### src/sv/assert_macros.svh
// assertion macros for the top level rtl file
// no dependencies; included by the top level
`ifndef ASSERT_MACROS_SVH
`define ASSERT_MACROS_SVH

// same-cycle implication, disabled during reset
`define ASSERT_IMPLIES(label, clk, rst, ante, cons) \
   label: assert property (@(posedge clk) disable iff (rst) (ante) |-> (cons)) \
      else $error("assertion failed: same-cycle implication");

// next-cycle implication, disabled during reset
`define ASSERT_NEXT(label, clk, rst, ante, cons) \
   label: assert property (@(posedge clk) disable iff (rst) (ante) |=> (cons)) \
      else $error("assertion failed: next-cycle implication");

`endif

### src/sv/lsvm_pkg.sv
// shared types and constants for the looping sample voice mixer
// no dependencies; used by every module of the block except the ram
`timescale 1ns / 1ps
`default_nettype none

package lsvm_pkg;

   // sample store geometry
   localparam int MAX_FRAMES = 4096;
   localparam int POS_W      = $clog2(MAX_FRAMES);
   localparam int FRAMES_W   = 17;          // holds any frame count up to 65536

   // field widths
   localparam int MODE_W   = 2;
   localparam int ADDR_W   = 12;
   localparam int SAMPLE_W = 16;
   localparam int MIX_W    = 24;
   localparam int VOL_W    = 16;
   localparam int TOTAL_W  = 13;
   localparam int LOOPS_W  = 16;
   localparam int CSR_IDX_W = 3;
   localparam int CSR_DATA_W = 16;

   // item kinds carried on req_tuser
   localparam logic [MODE_W-1:0] MODE_LOAD  = 2'd0;
   localparam logic [MODE_W-1:0] MODE_START = 2'd1;
   localparam logic [MODE_W-1:0] MODE_MIX   = 2'd2;

   // register indexes
   localparam logic [CSR_IDX_W-1:0] CSR_VOLUME        = 3'd0;
   localparam logic [CSR_IDX_W-1:0] CSR_MUTED         = 3'd1;
   localparam logic [CSR_IDX_W-1:0] CSR_SAMPLE_STEREO = 3'd2;
   localparam logic [CSR_IDX_W-1:0] CSR_ENGINE_STEREO = 3'd3;
   localparam logic [CSR_IDX_W-1:0] CSR_TOTAL_FRAMES  = 3'd4;
   localparam logic [CSR_IDX_W-1:0] CSR_LOOP_COUNT    = 3'd5;
   localparam logic [CSR_IDX_W-1:0] CSR_LOOP_FOREVER  = 3'd6;

   // register reset values
   localparam logic [VOL_W-1:0]   VOLUME_RST = 16'd32768;
   localparam logic [TOTAL_W-1:0] TOTAL_RST  = 13'd4096;
   localparam logic [LOOPS_W-1:0] LOOPS_RST  = 16'd1;

   // playback status reported with each result
   typedef struct packed {
      logic               playing;
      logic [LOOPS_W-1:0] loops_left;
      logic               restarted;
      logic               finished;
   } stat_type;

endpackage

`default_nettype wire

### src/sv/lsvm_lane.sv
// one mixing lane: gain multiply, registered product, rounding and saturating add
// depends on lsvm_pkg
`timescale 1ns / 1ps
`default_nettype none

module lsvm_lane (
   input  wire logic                                  clock,
   input  wire logic                                  ld,
   input  wire logic signed [lsvm_pkg::SAMPLE_W-1:0]  sample_a,
   input  wire logic signed [lsvm_pkg::SAMPLE_W-1:0]  sample_b,
   input  wire logic                                  use_b,
   input  wire logic                                  half,
   input  wire logic                                  gain_on,
   input  wire logic        [lsvm_pkg::VOL_W-1:0]     volume,
   input  wire logic signed [lsvm_pkg::MIX_W-1:0]     mix_in,
   output logic signed      [lsvm_pkg::MIX_W-1:0]     mix_out
);

   localparam int OPND_W = lsvm_pkg::SAMPLE_W + 1;
   localparam int PROD_W = 2 * OPND_W;
   localparam int SUM_W  = lsvm_pkg::MIX_W + 3;
   localparam logic signed [SUM_W-1:0] MIX_MAX = SUM_W'((1 <<< (lsvm_pkg::MIX_W - 1)) - 1);
   localparam logic signed [SUM_W-1:0] MIX_MIN = -SUM_W'(1 <<< (lsvm_pkg::MIX_W - 1));

   logic signed [OPND_W-1:0]            opnd;
   logic signed [OPND_W-1:0]            vol_s;
   logic signed [PROD_W-1:0]            prod_in, prod_ff;
   logic signed [lsvm_pkg::MIX_W-1:0]   mix_ff;
   logic                                half_ff;
   logic signed [PROD_W-1:0]            rnd;
   logic signed [SUM_W-1:0]             sum;

   // zero operand when the lane contributes nothing
   always_comb begin
      if (!gain_on) begin
         opnd = '0;
      end else if (use_b) begin
         opnd = OPND_W'(sample_a) + OPND_W'(sample_b);
      end else begin
         opnd = OPND_W'(sample_a);
      end
   end

   assign vol_s   = $signed({1'b0, volume});
   assign prod_in = PROD_W'(opnd) * PROD_W'(vol_s);

   always_ff @(posedge clock) begin
      if (ld) begin
         prod_ff <= prod_in;
         mix_ff  <= mix_in;
         half_ff <= half;
      end
   end

   // round half up, then saturating add into the mix
   always_comb begin
      if (half_ff) begin
         rnd = (prod_ff + PROD_W'(128)) >>> 8;
      end else begin
         rnd = (prod_ff + PROD_W'(64)) >>> 7;
      end
      sum = SUM_W'(rnd) + SUM_W'(mix_ff);
      if (sum > MIX_MAX) begin
         mix_out = MIX_MAX[lsvm_pkg::MIX_W-1:0];
      end else if (sum < MIX_MIN) begin
         mix_out = MIX_MIN[lsvm_pkg::MIX_W-1:0];
      end else begin
         mix_out = sum[lsvm_pkg::MIX_W-1:0];
      end
   end

endmodule

`default_nettype wire

### config.mk
export PLATFORM = sky130hd
export DESIGN_NAME = lsvm_lane
export DESIGN_NICKNAME = d
export VERILOG_FILES = /design/src/sv/assert_macros.svh /design/src/sv/lsvm_pkg.sv /design/src/sv/lsvm_lane.sv
export SDC_FILE = /design/constraint.sdc
export NUM_CORES = 1
export LEC_CHECK = 0
export BUFFER_PORTS_ARGS = -buffer_cell sky130_fd_sc_hd__buf_2
export CORE_ASPECT_RATIO = 0.5
export CORE_MARGIN = 1
export CORE_UTILIZATION = 45
export DETAILED_ROUTE_END_ITERATION = 8
export PLACE_DENSITY_LB_ADDON = 0.05
export SKIP_CTS_REPAIR_TIMING = 1
export SLEW_MARGIN = 25
export SYNTH_ARGS = -nofsm -noshare
export SYNTH_HDL_FRONTEND = slang
export SYNTH_SLANG_ARGS = --single-unit
### constraint.sdc
create_clock -name clock -period 9.21 [get_ports clock]
set_input_delay 1.842 -clock clock [delete_from_list [all_inputs] [get_ports clock]]
set_output_delay 1.842 -clock clock [all_outputs]
set_load 0.005 [all_outputs]
Word level (Yosys, flattened, before mapping)
Index checks and enable logic that the tools add are counted.
Widths: inputs -> output; s select.
{ "classes": {"n_lt_le_gt_ge": 2, "multipliers": 1, "n_addsub": 4, "muxes": 5} }
{ "ops": {"columns": ["op", "count"], "rows": [
  ["$mux 24", 2],
  ["$add 34x8->34 const B", 1],
  ["$add 34x9->34 const B", 1],
  ["$mul 17x17->34", 1],
  ["$mux 17", 2],
  ["$add 27x24->27", 1],
  ["$gt 27x24->1 const B", 1],
  ["$lt 27x24->1 const B", 1],
  ["$mux 27", 1],
  ["$add 16x16->17", 1]
]} }
{ "totals": {"ff_bits": 59, "elab_cells": 15} }

Logic depth before layout (Yosys ltp)
{ "logic_depth": {"ltp_word": 6, "depth_mapped": 33, "depth_no_buf": 32} }

Worst setup path before layout
No wires, ideal clock.
{ "synth_path": {"path_kind": "input-to-reg", "start": "input sample_a[0] (netlist bit)", "end": "register prod_ff[32], data pin", "t_arrival_ns": 9.127, "path_stages": 31, "path_buffers": 1, "setup_time_ns": 0.265, "slack_ns": -0.182, "path_cell_list": "ha_1 inv_1 fa_1 nor2b_1 o21a_1 o21a_1 o2111a_1 o211ai_1 and2_1 o21ai_1 clkbuf_1 nor2_1 ha_1 xor2_1 fa_1 inv_1 fa_1 fa_1 fa_1 inv_1 fa_1 inv_1 ha_1 a21o_1 a21o_1 a21o_1 a211oi_1 nand2_1 a211oi_1 o21ai_0 xor2_1"} }
{ "synth_between": {"elab_chain_len": 4} }
{ "synth_rtl": {"columns": ["element", "line_no", "source"], "rows": [
  ["start: declaration", "lsvm_lane.sv:9", "input wire logic signed [lsvm_pkg::SAMPLE_W-1:0] sample_a,"],
  ["$add 16x16->17", "lsvm_lane.sv:38", "opnd = OPND_W'(sample_a) + OPND_W'(sample_b);"],
  ["$mux 17 (*)", "lsvm_lane.sv:37", "end else if (use_b) begin"],
  ["$mux 17 (*)", "lsvm_lane.sv:35", "if (!gain_on) begin"],
  ["$mul 17x17->34 (*)", "lsvm_lane.sv:45", "assign prod_in = PROD_W'(opnd) * PROD_W'(vol_s);"],
  ["named net prod_in[32]", "lsvm_lane.sv:27", "logic signed [PROD_W-1:0] prod_in, prod_ff;"],
  ["end signal: assignment", "lsvm_lane.sv:49", "prod_ff <= prod_in;"],
  ["end: declaration", "lsvm_lane.sv:27", null]
]} }
Mark *: on every way through the listed nets, which the timed path passes. The rest lies on a longest branch.
A chain may end at the register's enable or synchronous reset.

Worst setup path after layout
Same ends and word-level chain as after synthesis.

==> impl_metrics.ini <==
[floorplanning]
die_h_um = 137
die_w_um = 272
core_sq_um = 35900
start_util = 0.457
rows = 49
io_pins = 101
die_area_sq_um = 37300

[critical_path]
path_common_cell = inv_2
cp_slowest_stage_delay_ps = 560
cp_max_fo = 4
endpoint_kind = flip-flop
cpMaxStageDelayCell = fa_2
crit_path_start_kind = input pin
critical_path_class = in2reg
cp.arrival_ps = 9160
cp_data_required_time_ps = 9260

[final_layout]
drive_above_1_share = 0.190
stdcell_area_sq_um = 19100
syn_to_final_growth_pct = 16.7
layout_commonest_cell = inv_1
final_cell_mix = 348 x inv_1, 265 x fa_1, 189 x nand2_1, 160 x buf_4, 130 x nor2_1
final_cells = 2575
fillers = 3482
fin_nets = 2572

[clock_tree]
cts.clk_slew.worst_paths_ps = 80
htreeDepth = 2
cts_tree = done
clock-root-buffer = clkbuf_16
cts_sinks = 53
ctsLongestPathBuffers = 2
cts_made_buffers = 5

[yosys]
synth_area_leaders = fa_1 33%, ha_1 10%, edfxtp_1 9.7%
ys.flop_type = edfxtp_1
ys_seq_elements = 53
avgSynthCellArea_sq_um = 8.70
synth_fp_nets = 2369
syn-instance-count = 1886
netlist_area_sq_um = 16400
yosysSeqAreaShare = 0.0970
synth_top_area_frac = 0.332
async_reset_ff_frac = 0
synth_enable_flop_cells = 53
ys.warnings.count = 0
yosysTopAreaCell = fa_1
synth_cell_types = 79

[flow_run]
cap_violations = 0

[global_route]
gr-total-overflow = 0
grt_pass1_wl_um = 73600
track_usage = 0.254
grt_max_degree = 54
grt_pass1_vias = 13983
grt_antenna_before_repair = 0

[timing]
setup_violations = 0
rsz0062_at_grt = true
worst_pin_slew_ps = 932
period_share = 0.988
fin_crit_ps = 9100
final.setup.tns_ps = 0
slew_headroom = 0.379
drv_slew = 0
whs_ps = 1710
final_hold_viol_count = 0
clock.fmax_mhz = 110

[detailed_routing]
drc_errors = 0
drt-total-wl_um = 45700
routedWlPerCell_um = 17.7
drt_iter0_drc = 982
ant_nets = 0
vias = 13566
first_pass_iters = 6
routed_via_density = 5.27

[placed_design]
dp.final_hpwl_um = 38700
post-place-cells = 2559
port_buffers = 100
placed_area_sq_um = 18500
gp_congestion = 0.912

[power_and_ir_drop]
power.total_mw = 8.22
power_density_nw_per_um2 = 429
p_leak_nw = 9.07
max-vdd-ir-drop_v = 0.000540

[outcome]
status = finished clean

[hold_path]
hp-class = in2reg
==> critical path: cells and delay by family <==
family / cells / cell delay (ps)
adders and majority gates: 9 / 3610
xor gates and xnor gates: 1 / 170
AOI/OAI and AO/OA: 10 / 2000
buffers and inverters: 9 / 680
and+or+nand+nor: 5 / 830
==> layout make-up <==
| cell class | instances | area, sq um | share of cell area |
|---|---|---|---|
| flip-flops and latches | 53 | 1590 | 0.0831 |
| clock inverters | 2 | 33.8 | 0.00176 |
| clock buffers | 6 | 129 | 0.00673 |
| well taps | 484 | 606 | 0.0316 |
| repair buffers | 273 | 1930 | 0.101 |
| multi-input cells | 1391 | 13500 | 0.704 |
| diodes | 1 | 2.50 | 0.000131 |
| inverters | 365 | 1370 | 0.0716 |
==> through the flow <==
step	worst slack [ps]	utilization
after floorplan	35.1	-
final	109	0.533
after global routing	-141	0.533
after detailed placement	-376	0.516
after CTS	-55.0	0.520
after global placement	-236	0.516
==> worst paths after layout <==
check              startpoint     endpoint  slack, ps  depth (start not counted)
hold / removal     mix_in[18]   mix_ff[18]       1710                          1
setup / recovery  sample_a[0]  prod_ff[32]        110                         34
==> metal layers <==
metal	global-route usage	routed length [um]	up-vias
li1	-	-	6491
met3	0.0326	2300	72
met1	0.352	21600	6634
met5	0	0	-
met4	0.0659	1050	0
met2	0.421	20700	369
==> Yosys cell counts (4+ instances only) <==
library cell,count
fa_1,272
mux2i_1,5
o31a_1,4
buf_1,9
o211ai_1,9
and3_1,24
o21ai_0,42
o221ai_1,8
nor2b_1,15
a21oi_1,68
xor2_1,37
o31ai_1,11
a211oi_2,4
nor2_1,138
a211oi_1,18
a21o_1,22
o21a_1,17
and2_1,76
a211o_1,12
buf_4,4
a221oi_1,9
a31o_2,5
o211a_1,5
nand4_1,22
buf_2,5
clkbuf_1,56
or3_1,4
ha_1,134
xnor2_1,75
a31oi_1,5
nand3_1,46
nor3_1,23
a22oi_1,10
nand2_1,191
inv_1,365
edfxtp_1,53
nand3_2,9
==> cell families after synthesis <==
group                    count (synthesis)  share of synthesized area
buffers and inverters                  442                      0.104
adder cells (fa/ha/maj)                406                      0.434
multiplexers                             8                    0.00511
flip-flops                              53                     0.0970
AO/OA/AOI/OAI                          294                      0.131
AND/OR/NAND/NOR                        567                      0.165
XOR/XNOR                               116                     0.0637
==> power breakdown <==
group | internal (mW) | total [mW] | switching, mW
sequential | 0.572 | 0.707 | 0.135
combinational | 3.46 | 7.30 | 3.83
clock | 0.128 | 0.217 | 0.0888
total | 4.16 | 8.22 | 4.06
==> flip-flops by register name, summed over array words and instances, names as in the netlist <==
name,flops
mix_ff,24
half_ff,1
prod_ff,28
Power figures use the tool's default switching activity.
