==> src/sv/assert_macros.svh <==
// assertion macros for the top level rtl file
// no dependencies; included by the top level
`ifndef ASSERT_MACROS_SVH
`define ASSERT_MACROS_SVH

// same-cycle implication, disabled during reset
`define ASSERT_IMPLIES(label, clk, rst, ante, cons) \
   label: assert property (@(posedge clk) disable iff (rst) (ante) |-> (cons)) \
      else $error("assertion failed: same-cycle implication");

// next-cycle implication, disabled during reset
`define ASSERT_NEXT(label, clk, rst, ante, cons) \
   label: assert property (@(posedge clk) disable iff (rst) (ante) |=> (cons)) \
      else $error("assertion failed: next-cycle implication");

`endif

==> src/sv/lsvm_pkg.sv <==
// shared types and constants for the looping sample voice mixer
// no dependencies; used by every module of the block except the ram
`timescale 1ns / 1ps
`default_nettype none

package lsvm_pkg;

   // sample store geometry
   localparam int MAX_FRAMES = 4096;
   localparam int POS_W      = $clog2(MAX_FRAMES);
   localparam int FRAMES_W   = 17;          // holds any frame count up to 65536

   // field widths
   localparam int MODE_W   = 2;
   localparam int ADDR_W   = 12;
   localparam int SAMPLE_W = 16;
   localparam int MIX_W    = 24;
   localparam int VOL_W    = 16;
   localparam int TOTAL_W  = 13;
   localparam int LOOPS_W  = 16;
   localparam int CSR_IDX_W = 3;
   localparam int CSR_DATA_W = 16;

   // item kinds carried on req_tuser
   localparam logic [MODE_W-1:0] MODE_LOAD  = 2'd0;
   localparam logic [MODE_W-1:0] MODE_START = 2'd1;
   localparam logic [MODE_W-1:0] MODE_MIX   = 2'd2;

   // register indexes
   localparam logic [CSR_IDX_W-1:0] CSR_VOLUME        = 3'd0;
   localparam logic [CSR_IDX_W-1:0] CSR_MUTED         = 3'd1;
   localparam logic [CSR_IDX_W-1:0] CSR_SAMPLE_STEREO = 3'd2;
   localparam logic [CSR_IDX_W-1:0] CSR_ENGINE_STEREO = 3'd3;
   localparam logic [CSR_IDX_W-1:0] CSR_TOTAL_FRAMES  = 3'd4;
   localparam logic [CSR_IDX_W-1:0] CSR_LOOP_COUNT    = 3'd5;
   localparam logic [CSR_IDX_W-1:0] CSR_LOOP_FOREVER  = 3'd6;

   // register reset values
   localparam logic [VOL_W-1:0]   VOLUME_RST = 16'd32768;
   localparam logic [TOTAL_W-1:0] TOTAL_RST  = 13'd4096;
   localparam logic [LOOPS_W-1:0] LOOPS_RST  = 16'd1;

   // playback status reported with each result
   typedef struct packed {
      logic               playing;
      logic [LOOPS_W-1:0] loops_left;
      logic               restarted;
      logic               finished;
   } stat_type;

endpackage

`default_nettype wire

==> src/sv/lsvm_ctrl.sv <==
// playback sequencer: frame position, loop counter and active flag
// depends on lsvm_pkg
`timescale 1ns / 1ps
`default_nettype none

module lsvm_ctrl (
   input  wire logic                            clock,
   input  wire logic                            reset,
   input  wire logic                            fire,
   input  wire logic [lsvm_pkg::MODE_W-1:0]     mode,
   input  wire logic [lsvm_pkg::TOTAL_W-1:0]    total_frames,
   input  wire logic [lsvm_pkg::LOOPS_W-1:0]    loop_count,
   input  wire logic                            loop_forever,
   output logic      [lsvm_pkg::POS_W-1:0]      rd_addr,
   output logic                                 mix_go,
   output lsvm_pkg::stat_type                   stat
);

   logic [lsvm_pkg::POS_W-1:0]    pos_ff, pos_in;
   logic [lsvm_pkg::LOOPS_W-1:0]  loops_ff, loops_in;
   logic                          active_ff, active_in;
   logic [lsvm_pkg::FRAMES_W-1:0] frames;
   logic [lsvm_pkg::FRAMES_W-1:0] pos_next;
   logic                          restarted, finished;

   // clamp frame count to 1..MAX_FRAMES
   always_comb begin
      if (total_frames == '0) begin
         frames = lsvm_pkg::FRAMES_W'(1);
      end else if (lsvm_pkg::FRAMES_W'(total_frames) >
                   lsvm_pkg::FRAMES_W'(lsvm_pkg::MAX_FRAMES)) begin
         frames = lsvm_pkg::FRAMES_W'(lsvm_pkg::MAX_FRAMES);
      end else begin
         frames = lsvm_pkg::FRAMES_W'(total_frames);
      end
   end

   assign pos_next = lsvm_pkg::FRAMES_W'(pos_ff) + lsvm_pkg::FRAMES_W'(1);
   assign mix_go   = fire && (mode == lsvm_pkg::MODE_MIX) && active_ff;

   always_comb begin
      pos_in    = pos_ff;
      loops_in  = loops_ff;
      active_in = active_ff;
      restarted = 1'b0;
      finished  = 1'b0;
      if (fire) begin
         unique case (mode)
            lsvm_pkg::MODE_START: begin
               pos_in    = '0;
               loops_in  = (loop_count == '0) ? lsvm_pkg::LOOPS_W'(1) : loop_count;
               active_in = 1'b1;
            end
            lsvm_pkg::MODE_MIX: begin
               if (active_ff) begin
                  if (pos_next >= frames) begin
                     pos_in = '0;
                     if (loop_forever) begin
                        // endless wrap, count untouched
                     end else if (loops_ff > lsvm_pkg::LOOPS_W'(1)) begin
                        loops_in  = loops_ff - lsvm_pkg::LOOPS_W'(1);
                        restarted = 1'b1;
                     end else begin
                        loops_in  = '0;
                        active_in = 1'b0;
                        finished  = 1'b1;
                     end
                  end else begin
                     pos_in = pos_next[lsvm_pkg::POS_W-1:0];
                  end
               end
            end
            default: begin
               // load and unused kinds leave playback alone
            end
         endcase
      end
   end

   always_ff @(posedge clock) begin
      if (reset) begin
         pos_ff    <= '0;
         loops_ff  <= '0;
         active_ff <= 1'b0;
      end else begin
         pos_ff    <= pos_in;
         loops_ff  <= loops_in;
         active_ff <= active_in;
      end
   end

   assign rd_addr         = pos_ff;
   assign stat.playing    = active_in;
   assign stat.loops_left = loops_in;
   assign stat.restarted  = restarted;
   assign stat.finished   = finished;

endmodule

`default_nettype wire

==> config.mk <==
export PLATFORM = sky130hd
export DESIGN_NAME = lsvm_ctrl
export DESIGN_NICKNAME = d
export VERILOG_FILES = /design/src/sv/assert_macros.svh /design/src/sv/lsvm_pkg.sv /design/src/sv/lsvm_ctrl.sv
export SDC_FILE = /design/constraint.sdc
export NUM_CORES = 1
export LEC_CHECK = 0
export ABC_AREA = 1
export BUFFER_PORTS_ARGS = -buffer_cell sky130_fd_sc_hd__buf_2
export CAP_MARGIN = 15
export CELL_PAD_IN_SITES_DETAIL_PLACEMENT = 1
export CELL_PAD_IN_SITES_GLOBAL_PLACEMENT = 2
export CORE_UTILIZATION = 28
export DETAILED_ROUTE_END_ITERATION = 7
export GPL_ROUTABILITY_DRIVEN = 0
export GPL_TIMING_DRIVEN = 1
export PLACE_DENSITY_LB_ADDON = 0.1
export REMOVE_ABC_BUFFERS = 1
export SLEW_MARGIN = 20
export SYNTH_ARGS = -nofsm -noshare
export SYNTH_HDL_FRONTEND = slang
export SYNTH_SLANG_ARGS = --single-unit
==> constraint.sdc <==
create_clock -name clock -period 3.9 [get_ports clock]
set_input_delay 0.585 -clock clock [delete_from_list [all_inputs] [get_ports clock]]
set_output_delay 0.585 -clock clock [all_outputs]
set_load 0.005 [all_outputs]
Word-level counts from Yosys, hierarchy flattened. Cells that the tools add are included.

Add/subtract/negate cells: 2. Equal/unequal tests: 3. $mul: 0. Bitwise logic cells: 0. Reduce and logical (&&, ||, !) cells: 6. $lt $le $gt $ge: 3. Divide/modulo/power cells: 0. Multiplexer cells: 29. Shifts and indexed selects: 0.

Operators by type and width (count): 16-bit 2-to-1 mux (6); 16-bit one-hot mux with 2 select lines (1); 13-bit 2-to-1 mux (2); 12-bit 2-to-1 mux (2); 12-bit one-hot mux with 2 select lines (1); 13-bit by 17-bit >= comparator with 1-bit output (1); 16-bit by 1-bit greater-than comparator with 1-bit output (second input constant) (1); 16-bit zero test (1); 1-bit 2-to-1 mux (16); 16-bit by 1-bit subtractor with 16-bit output (second input constant) (1); 12-bit by 1-bit adder with 13-bit output (second input constant) (1); 13-bit greater-than comparator (second input constant) (1); 13-bit zero test (1); 3-bit AND reduction (1); 2-bit by 1-bit equality test with 1-bit output (second input constant) (1); 2-bit equality test (second input constant) (1); 1-bit logical AND (2); 2-bit != test (second input constant) (1); 1-bit one-hot mux with 2 select lines (1); 2-bit nonzero test (1).

Output and inout bits: 32. Bits in read-only memories: 0. Register bits after elaboration: 29. Bits in latches: 0. Memories kept: 0. Input bits: 35. Memory bits (writable): 0. Word-level logic and storage cells: 46.

Logic depth before layout (Yosys ltp).
Depth in word-level cells: 8. Gate-level depth with buffers: 24.

Worst setup path after synthesis. No wires, ideal clock.

Path kind: input-to-output. Start: input port total_frames[10] (netlist name). End: output port stat[18] (netlist name). Slack: 723 ps. Stages on the path: 18. Data required time: 3315 ps. Path buffers: 2. Arrival time: 2592 ps. Path through: nor4_1 nand3_1 nand2_1 nand2_1 ha_1 nand2_1 nor2_1 nand2_1 nand3_1 nand2_1 nand2_1 nand2_2 nand2_4 buf_2 nand3_1 nand3_1 a21oi_1 buf_4.

Cells in the longest elaborated chain, start to end: 8.

Ends and longest elaborated chain: start: declaration (RTL line lsvm_ctrl.sv:11) `input wire logic [lsvm_pkg::TOTAL_W-1:0] total_frames,`; 13-bit greater-than comparator (RTL line lsvm_ctrl.sv:30) `end else if (lsvm_pkg::FRAMES_W'(total_frames) >`; 13-bit 2-to-1 mux (RTL line lsvm_ctrl.sv:30); 13-bit 2-to-1 mux * (RTL line lsvm_ctrl.sv:28) `if (total_frames == '0) begin`; 13-bit by 17-bit >= comparator with 1-bit output * (RTL line lsvm_ctrl.sv:56) `if (pos_next >= frames) begin`; 1-bit 2-to-1 mux * (RTL line lsvm_ctrl.sv:56); 1-bit 2-to-1 mux * (RTL line lsvm_ctrl.sv:55) `if (active_ff) begin`; 1-bit one-hot mux with 2 select lines * (RTL line lsvm_ctrl.sv:48) `unique case (mode)`; 1-bit 2-to-1 mux * (RTL line lsvm_ctrl.sv:47) `if (fire) begin`; end: declaration (RTL line lsvm_ctrl.sv:16) `output lsvm_pkg::stat_type stat`.

Every way passes the cells marked *; elsewhere a longest branch is shown, timed or not.

==> results.json <==
{
  "irDropWorstVdd_mv": 0.09840,
  "ios": 67,
  "grt_pass1_vias": 3182,
  "ant_nets": 0,
  "ctsHoldBuffers": 0,
  "critPathMaxFanout": 4,
  "die_width_microns": 102.7,
  "r2r-end": "rd_addr[6]",
  "netlist_instances": 476,
  "cts.sink_count": 29,
  "yosys_warnings": 0,
  "endpoint_kind": "output pin",
  "grt.total_usage": 0.1865,
  "r2r_slack_ns": 0.87,
  "start_kind": "flip-flop",
  "firstDrtPassIters": 4,
  "grt_max_degree": 34,
  "nets": 598,
  "crit_family": "simple AND/OR/NAND/NOR gates",
  "rows": 36,
  "critPathMaxStageDelay_ns": 0.38,
  "cap_violations": 0,
  "crit_type": "reg2out",
  "core_sq_um": 9774,
  "antenna_found_initial": 0,
  "vias_per_cell": 4.638,
  "hpwl_mm": 7.222,
  "cp_cell_sequence": "ha_4, nand2_2, nor2_1, nand2_1, nor2_2, nand4_1, xnor2_2, ha_1, a21oi_2, nor3_2, nor3_4, nand2_4, buf_6, inv_4, nand2_2, nand2_2, nand2_1, nand2_1, nand2_1, nand2_1, inv_1, buf_2",
  "powerDensity_nw_per_um2": 283.4,
  "path_buf_inv": 4,
  "setup_slack_ns": 0.1789,
  "slew_viol_final": 0,
  "setup_viol": 0,
  "dieArea_sq_um": 10540,
  "cts_buffers": 5,
  "rr_worst_depth": 19,
  "p_leak_uw": 0.001875,
  "finClkSkew_ns": 0.009956,
  "status": "finished clean",
  "crit_cells": 22,
  "crit_start": "rd_addr[1]",
  "cpMostUsedCell": "nand2_1",
  "clock_latency_ns": 0.30,
  "synth_cell_types": 34,
  "port_buffers": 66,
  "start_util": 0.2902,
  "ys_seq_elements": 29,
  "final_layout_size_suffix_gt1_frac": 0.3059,
  "dpl_worst_slack_ns": 0.01311,
  "yosysSeqAreaShare": 0.2047,
  "routed_wl_mm": 9.592,
  "cts_tree": "done",
  "fin_crit_ns": 3.721,
  "cts_root_buffer": "clkbuf_8",
  "rsz0062_at_grt": "yes",
  "syn-cell-area_sq_um": 2836,
  "avgSynthCellArea_sq_um": 5.959,
  "vias": 3149,
  "holdCritPathClass": "reg2reg",
  "multiInputGateArea_sq_um": 1998,
  "r2r-start": "rd_addr[1]",
  "n_fill_cell": 1338,
  "final-seq-area_sq_um": 589.3,
  "slowest_stage": "dfxtp_4",
  "crit_path_end": "stat[3]",
  "drtIter0Drc": 47,
  "cts_max_path_buffers": 2,
  "crit_required_ns": 3.31,
  "grt_pass1_wl_mm": 15.04,
  "areaGrowthSynthToFinish_pct": 28.41,
  "finalHoldViolCount": 0,
  "die_y_microns": 102.7,
  "wl_per_cell_microns": 14.13,
  "antenna_cells": 0,
  "max_freq_mhz": 268.7,
  "setup_tns_ns": 0,
  "slew_headroom": 0.3812,
  "cts.htree.levels": 2,
  "clk_pin_slew_ns": 0.08,
  "worst_pin_slew_ns": 0.9225,
  "crit_arrival_ns": 3.14,
  "finalCritPeriodShare": 0.9541,
  "drc_errors": 0,
  "grt_overflow": 0
}
tightest hold or removal path, delay by kind of cell, from the launching register on:
kind,cells,cell delay [ns]
compound gates,1,0.06
flops,1,0.35
simple gates,1,0.07
how the worst min path moves through the flow:
| stage | from | end | slack, ns | depth (start not counted) |
|---|---|---|---|---|
| CTS | rd_addr[1] | rd_addr[1] | 0.52 | 2 |
| global placement | rd_addr[4] | rd_addr[4] | 0.50 | 2 |
| finish | rd_addr[3] | rd_addr[3] | 0.51 | 2 |
| detailed placement | rd_addr[1] | rd_addr[1] | 0.51 | 2 |
| global route | rd_addr[3] | rd_addr[3] | 0.53 | 2 |
| floorplan | rd_addr[1] | rd_addr[1] | 0.48 | 2 |
metrics by stage:
stage,total power (uW),hold WS [ns],util,std cells,area (sq um)
floorplan,518.5,0.4848,-,456,2711
detailed placement,630.4,0.5088,0.3356,663,3281
global placement,626.3,0.5033,0.3356,663,3281
CTS,1034,0.5214,0.3509,671,3430
finish,1032,0.5140,0.3726,679,3642
global route,1108,0.5328,0.3726,679,3642
synthesized netlist by cell type, drive strengths merged:
master,count,area share
xor2,5,0.015
dfxtp,29,0.20
a21oi,33,0.058
nor3,6,0.016
ha,18,0.079
nor2,56,0.086
nand4,16,0.037
a31oi,1,0.0022
xnor2,3,0.0093
o21a,1,0.0026
inv,68,0.090
nor4,13,0.031
a211oi,2,0.0071
buf,11,0.032
clkbuf,9,0.012
nand3,43,0.090
o21ai,4,0.0071
nand2,158,0.22
flip-flops by register name, summed over array words and instances (netlist names):
signal     flops
active_ff      1
loops_ff      16
rd_addr       12
placed cells by master, fill, tap and decap left out, drive strengths merged:
cell type  synthesis  routed
a211oi             2       2
a21oi             33      33
a31oi              1       1
buf               11      81
bufinv             0       2
clkbuf             9       6
clkinv             0       2
dfxtp             29      29
ha                18      18
inv               68      67
nand2            158     158
nand3             43      43
nand4             16      16
nor2              56      56
nor3               6       6
nor4              13      13
o21a               1       1
o21ai              4       4
xnor2              3       3
xor2               5       5
report_power, final:
part           switching [uW]  internal [uW]
Clock                     139            254
Sequential               21.7            310
Combinational             192            116
Total                     353            679
layer usage:
layer	GRT usage	vias to the layer above	part of all wire
met5	0	-	0
met3	0.04136	7	0.040
met4	0.03846	0	0.0084
met1	0.2116	1434	0.44
met2	0.3538	57	0.51
li1	-	1651	-
cell families after synthesis:
| kind of cell | count (synthesis) | synth area share |
|---|---|---|
| buf+inv | 88 | 0.1341 |
| fa+ha+maj | 18 | 0.07940 |
| xor+xnor | 8 | 0.02470 |
| compound gates | 41 | 0.07720 |
| simple gates | 292 | 0.4799 |
| flops | 29 | 0.2047 |
cell type report:
| cell class | instances | area share |
|---|---|---|
| sequential | 29 | 0.1618 |
| tap | 133 | 0.04569 |
| clock inverter | 3 | 0.01786 |
| multi-input combinational | 359 | 0.5486 |
| inverter | 68 | 0.07145 |
| timing repair buffer | 82 | 0.1357 |
| clock buffer | 5 | 0.01889 |
timing repair:
| item | 4_1_cts | 5_1_grt |
|---|---|---|
| endpoints found under the setup margin | 10 | 19 |
| gates cloned | 0 | 1 |
| resized for setup | 3 | 42 |
| pin swaps | 0 | 13 |
| setup buffers | 0 | 7 |
Power figures use the tool's default switching activity.
